[src/rtl/core/pse_pkg.sv]
`default_nettype none
package pse_pkg;

  localparam int unsigned StackDepth = 64;
  localparam int unsigned WordW = 32;

  typedef enum logic [3:0] {
    OP_ADD = 4'd0, OP_SUB = 4'd1, OP_MUL = 4'd2, OP_DIV = 4'd3, OP_POW = 4'd4,
    OP_MOD = 4'd5, OP_GT = 4'd6, OP_LT = 4'd7, OP_GE = 4'd8, OP_LE = 4'd9,
    OP_NE = 4'd10, OP_EQ = 4'd11, OP_NOT = 4'd12, OP_AND = 4'd13, OP_OR = 4'd14,
    OP_NONE = 4'd15
  } op_t;

  typedef enum logic [3:0] {
    ST_IDLE, ST_POP_B, ST_WAIT_B, ST_POP_A, ST_WAIT_A, ST_EXEC, ST_ITER,
    ST_PUSH, ST_LAST, ST_WAIT_T, ST_EMIT, ST_OUT
  } state_t;

  // Controller to datapath commands
  typedef struct packed {
    logic load_token;   // capture the input request
    logic push_val;     // push the captured operand
    logic pop_b;        // start a read of the top entry into b
    logic pop_a;        // start a read of the top entry into a
    logic take_b;       // latch read data into b
    logic take_a;       // latch read data into a
    logic exec_start;   // set up the operation
    logic iter_step;    // one divide or power step
    logic push_res;     // push the operation result
    logic emit;         // form the result item
    logic clear;        // clear stack pointer and error
  } cmd_t;

  // Datapath to controller status
  typedef struct packed {
    logic is_operand;
    logic is_not;
    logic is_none;
    logic iter_done;
    logic need_iter;
  } sts_t;

endpackage
`default_nettype wire

[src/rtl/core/pse_ctrl.sv]
`default_nettype none
module pse_ctrl (
  input  wire logic          clk,
  input  wire logic          rst,
  input  wire logic          in_fire,
  input  wire logic          in_last,
  input  wire logic          out_free,
  input  wire pse_pkg::sts_t sts,
  output pse_pkg::cmd_t      cmd,
  output logic               idle
);

  pse_pkg::state_t state, state_next;
  logic last_q;

  // Hold the state and the last marker of the request
  always_ff @(posedge clk) begin
    if (rst) begin
      state  <= pse_pkg::ST_IDLE;
      last_q <= 1'b0;
    end else begin
      state <= state_next;
      if (in_fire) last_q <= in_last;
    end
  end

  // Sequence one request
  always_comb begin
    cmd        = '0;
    state_next = state;
    idle       = 1'b0;
    case (state)
      pse_pkg::ST_IDLE: begin
        idle = 1'b1;
        if (in_fire) begin
          cmd.load_token = 1'b1;
          state_next = pse_pkg::ST_POP_B;
        end
      end
      pse_pkg::ST_POP_B: begin
        if (sts.is_operand) begin
          cmd.push_val = 1'b1;
          state_next = pse_pkg::ST_LAST;
        end else if (sts.is_none) begin
          state_next = pse_pkg::ST_LAST;
        end else begin
          cmd.pop_b = 1'b1;
          state_next = pse_pkg::ST_WAIT_B;
        end
      end
      pse_pkg::ST_WAIT_B: begin
        cmd.take_b = 1'b1;
        state_next = sts.is_not ? pse_pkg::ST_EXEC : pse_pkg::ST_POP_A;
      end
      pse_pkg::ST_POP_A: begin
        cmd.pop_a = 1'b1;
        state_next = pse_pkg::ST_WAIT_A;
      end
      pse_pkg::ST_WAIT_A: begin
        cmd.take_a = 1'b1;
        state_next = pse_pkg::ST_EXEC;
      end
      pse_pkg::ST_EXEC: begin
        cmd.exec_start = 1'b1;
        state_next = sts.need_iter ? pse_pkg::ST_ITER : pse_pkg::ST_PUSH;
      end
      pse_pkg::ST_ITER: begin
        cmd.iter_step = 1'b1;
        if (sts.iter_done) state_next = pse_pkg::ST_PUSH;
      end
      pse_pkg::ST_PUSH: begin
        cmd.push_res = 1'b1;
        state_next = pse_pkg::ST_LAST;
      end
      pse_pkg::ST_LAST: begin
        if (last_q) begin
          cmd.pop_b = 1'b1;
          state_next = pse_pkg::ST_WAIT_T;
        end else begin
          state_next = pse_pkg::ST_IDLE;
        end
      end
      pse_pkg::ST_WAIT_T: state_next = pse_pkg::ST_EMIT;
      pse_pkg::ST_EMIT: begin
        if (out_free) begin
          cmd.emit  = 1'b1;
          cmd.clear = 1'b1;
          state_next = pse_pkg::ST_IDLE;
        end
      end
      default: state_next = pse_pkg::ST_IDLE;
    endcase
  end

endmodule
`default_nettype wire

[config.mk]
export PLATFORM = sky130hd
export DESIGN_NAME = pse_ctrl
export DESIGN_NICKNAME = d
export VERILOG_FILES = /design/src/rtl/core/pse_pkg.sv /design/src/rtl/core/pse_ctrl.sv
export SDC_FILE = /design/constraint.sdc
export NUM_CORES = 1
export LEC_CHECK = 0
export BUFFER_PORTS_ARGS = -buffer_cell sky130_fd_sc_hd__buf_2
export CORE_MARGIN = 2
export CORE_UTILIZATION = 30
export DETAILED_ROUTE_END_ITERATION = 6
export HOLD_SLACK_MARGIN = 0.05
export SKIP_LAST_GASP = 1
export SYNTH_ARGS = -nofsm -noshare
export SYNTH_HDL_FRONTEND = slang
export SYNTH_SLANG_ARGS = --single-unit
[constraint.sdc]
create_clock -name clk -period 2.2 [get_ports clk]
set_clock_uncertainty 0.1 [all_clocks]
set_input_delay 0.55 -clock clk [delete_from_list [all_inputs] [get_ports clk]]
set_output_delay 0.55 -clock clk [all_outputs]
set_load 0.01 [all_outputs]
== After elaboration in Yosys (flattened, before gate mapping) ==
Cells that the tools add are included.
Cells by class
  multiplexer cells: 26
  eq/ne operators: 13
  reductions and logical operators: 2
Operators with widths (count)
  $pmux 4 s11: 1
  $mux 4: 6
  $eq 4x3->1 const B: 4
  $mux 1: 15
  $eq 4x4->1 const B: 3
  $eq 4x2->1 const B: 2
  $ne 2x2->1 const B: 3
  $eq 4x1->1 const B: 1
  $logic_not 4->1: 1
  $mux 2: 2
  $mux 3: 1
  $reduce_and 3->1: 1
  $pmux 1 s2: 1
Storage, ports and cells
  input port bits: 10
  register bits after elaboration: 5
  logic and storage cells: 43
  output and inout port bits: 12

== Depth between registers and ports, before layout ==
  depth in word-level cells: 3
  depth in mapped cells: 5
  depth with buffers taken out: 4

== Worst setup path after synthesis ==
No wires, ideal clock.
  path kind: reg2out
  from: register state[3]
  to: output cmd[10] (netlist bit)
  slack: 0.269 ns
  arrival: 1.281 ns
  stages on the path, launching flop included: 4
  path buffers: 1
  data required time: 1.550 ns
  cell sequence: dfxtp_1 clkbuf_1 nor4_1 and2_1
RTL lines
  from (decl): RTL line pse_ctrl.sv:13  | pse_pkg::state_t state, state_next;
  from (signal assigned): RTL line pse_ctrl.sv:19  | state <= pse_pkg::ST_IDLE;
  from (signal assigned): RTL line pse_ctrl.sv:22  | state <= state_next;
  to (decl): RTL line pse_ctrl.sv:9  | output pse_pkg::cmd_t cmd,

==> run_results.csv <==
group,metric,value,unit
route,starting_drc_count_in_detailed_routing,2,
route,wl_per_cell,10.90,um
placement,place.detailed.hpwl,781.8,um
grt,grt_pass1_wl,1821,um
placement,placement.cell_area,525.5,um^2
worst_setup_path,r2r_start,"state[2]",
synthesis,post-synth-top-count-cell,"nor2_1",
worst_setup_path,critical-path-slowest-cell,"dfxtp_1",
floorplanning,dieArea,1740,um^2
worst_setup_path,rrSetupSlack,0.53,ns
worst_setup_path,capturing_element_type_of_the_critical_path,"output pin",
pwr,power.density,589.2,nW/um^2
worst_setup_path,critPathRequiredTime,1.55,ns
route,drt-pass1-iter-count,2,
worst_setup_path,crit_family,"flip-flops",
worst_setup_path,rr_endpoint,"state[0]",
hold_path,hold_class,"primary input to register",
sta,fmax,497.5,MHz
route,detail_route_antenna_nets,0,
synthesis,post-synth-top-area-cell,"dfxtp_1",
synthesis,async_reset_ff_frac,0,
synthesis,ys_types,31,
cells_and_area,number_of_inserted_filler_cells_in_the_final_layout,155,
grt,gr-usage-all-layers,0.1326,
clocking,clock_latency,0.24,ns
worst_setup_path,crit_path_start,"state[3]",
floorplanning,die-height,41.71,um
outcome,run_status,"finished clean",
cells_and_area,final_nets,90,
pwr,power.ir.vdd_worst,0.0003264,V
clocking,post_cts.resized_instances,0,
synthesis,fraction_of_post_synthesis_cell_area_in_the_top_cell_type_by_area,0.2346,
floorplanning,chipWidth,41.71,um
floorplanning,rows,13,
clocking,h_tree_levels,1,
placement,buffer_ports.inserted,21,
sta,final_min_period_over_clock_period,0.9137,
placement,gp_congestion,0.8328,
sta,final-max-slew-violation-count,0,
synthesis,synth.cell_area,426.7,um^2
synthesis,syn_inst,59,
worst_setup_path,critical_path_cell_sequence,"nand2b_1 > nor3_1 > buf_2",
grt,grt_antenna_before_repair,0,
cells_and_area,finish.instance_area,553.0,um^2
floorplanning,top_level_ports,22,
clocking,number_of_buffers_added_by_the_clock_tree_synthesis_step,3,
worst_setup_path,crit_type,"register to output pin",
sta,fin_hold_ws,0.4536,ns
cells_and_area,antenna_cells_inserted,0,
pwr,total_power,325.9,uW
worst_setup_path,worstPathMaxFanout,14,
sta,finalHoldViolCount,0,
synthesis,synthTopCellsByArea,"dfxtp_1, nor3_1, nor2_1, nand2b_1, a21oi_1",
placement,dpl_worst_slack,0.3348,ns
worst_setup_path,critical_path_arrival,1.36,ns
worst_setup_path,critPathMaxStageDelay,0.61,ns
clocking,clk_pin_slew_worst_paths,0.04,ns
synthesis,yosys_most_used_dff,"dfxtp_1",
route,vias,471,
sta,totalNegativeSetupSlack,0,ns
worst_setup_path,reg2regPathDepth,4,
synthesis,ys_warn_count,0,
clocking,cts-root-buf,"clkbuf_4",
cells_and_area,post_route_cells_drive_above_1_share,0.3797,
worst_setup_path,critical_path_cell_count,3,
hold_path,hold_sp,"in_last",
grt,vias_in_the_first_global_route,442,
grt,grt_max_degree,15,
sta,timing.final.ws_setup,0.1898,ns
clocking,clock_tree_buffer_depth,2,
pwr,p_leak,0.0002381,uW
worst_setup_path,setup_crit_start_kind,"register",
synthesis,synth_sequential_area_ratio,0.2346,
clocking,cts_hold_buf,0,
synthesis,syn_area_per_cell,7.232,um^2
synthesis,syn_nets,69,
worst_setup_path,critical_path_buf_inv_count,1,
synthesis,synth-edff-count,0,
sta,grt_setup_unrepaired,"no",
sta,worst_pin_slew,0.4839,ns
clocking,cts.sinks,5,
sta,timing.max_slew.rel_slack,0.6770,
worst_setup_path,worstSetupEndpoint,"cmd[0]",
clocking,postCtsSetupRepairBufs,0,
floorplanning,core_area,1318,um^2
synthesis,yosys-top-cells-count,"nor2_1, nor3_1, dfxtp_1",
route,number_of_vias_per_cell_after_detailed_routing,5.011,
run,drv.max_cap_violation_count,0,
route,route.final.wire_length,1025,um
sta,timing.final.setup_violations,0,
grt,grt.overflow.total,0,
synthesis,synth_seq_cells,5,
sta,min_period,2.010,ns
floorplanning,floorplan.initialDensity,0.3238,
cells_and_area,area_delta_synth_final,29.62,%
route,drc_violation_count_after_routing,0,
clocking,tritoncts,"built",
[cell type report]
cell class,instances,area (um^2),share of cell area
Clock buffer,4,26.28,0.04751
Inverter,4,15.01,0.02715
Multi-Input combinational cell,45,286.5,0.5181
Sequential cell,5,101.3,0.1833
Tap cell,15,18.77,0.03394
Timing Repair Buffer,21,105.1,0.1900
[cell usage in the layout (no fill, tap or decap), types with 2 or more instances in the layout]
cell | Yosys | routed
nor3_1 | 6 | 6
a21oi_1 | 4 | 4
inv_1 | 4 | 4
nor2_1 | 8 | 8
nand2b_1 | 4 | 4
clkbuf_4 | 0 | 3
buf_2 | 2 | 21
dfxtp_1 | 5 | 4
nand2_1 | 2 | 2
o22ai_1 | 2 | 2
[registers in the layout, summed over array words and instances (netlist names)]
register	count
state	4
last_q	1
[logic make-up after synthesis]
kind of cell / after synthesis / share of synthesized area
muxes: 1 / 0.02346
and+or+nand+nor: 28 / 0.3461
AOI/OAI and AO/OA: 16 / 0.3020
DFF: 5 / 0.2346
buffers and inverters: 9 / 0.09382
[metal layers]
metal,share of wire,vias up,GRT usage
met5,0,-,0
met4,0,0,0.07742
met3,0.045,0,0.03043
met2,0.43,13,0.1875
met1,0.53,205,0.1811
li1,-,253,-
[report_power, final]
group | switching, uW | internal (uW) | total, uW
clock network | 35.0 | 68.4 | 103
logic | 50.9 | 46.6 | 97.5
registers | 24.9 | 100 | 125
[tightest hold or removal path: stages]
cell	delay (ns)
buf_2	0.08
mux2i_1	0.06
nor2_1	0.07
[worst min path at each step]
stage | slack [ns] | depth (start not counted) | end
after detailed placement | 0.46 | 2 | last_q
after global placement | 0.45 | 2 | last_q
after CTS | 0.45 | 3 | last_q
after global routing | 0.48 | 2 | state[0]
final | 0.45 | 3 | last_q
after floorplan | 0.41 | 2 | last_q
[stage by stage]
step           cells    util
2_1_floorplan     59       -
3_3_place_gp      90  0.3989
3_5_place_dp      90  0.3989
4_1_cts           94  0.4188
5_1_grt           94  0.4198
6_report          94  0.4198
Note: power is estimated with default switching activity, not from simulation.
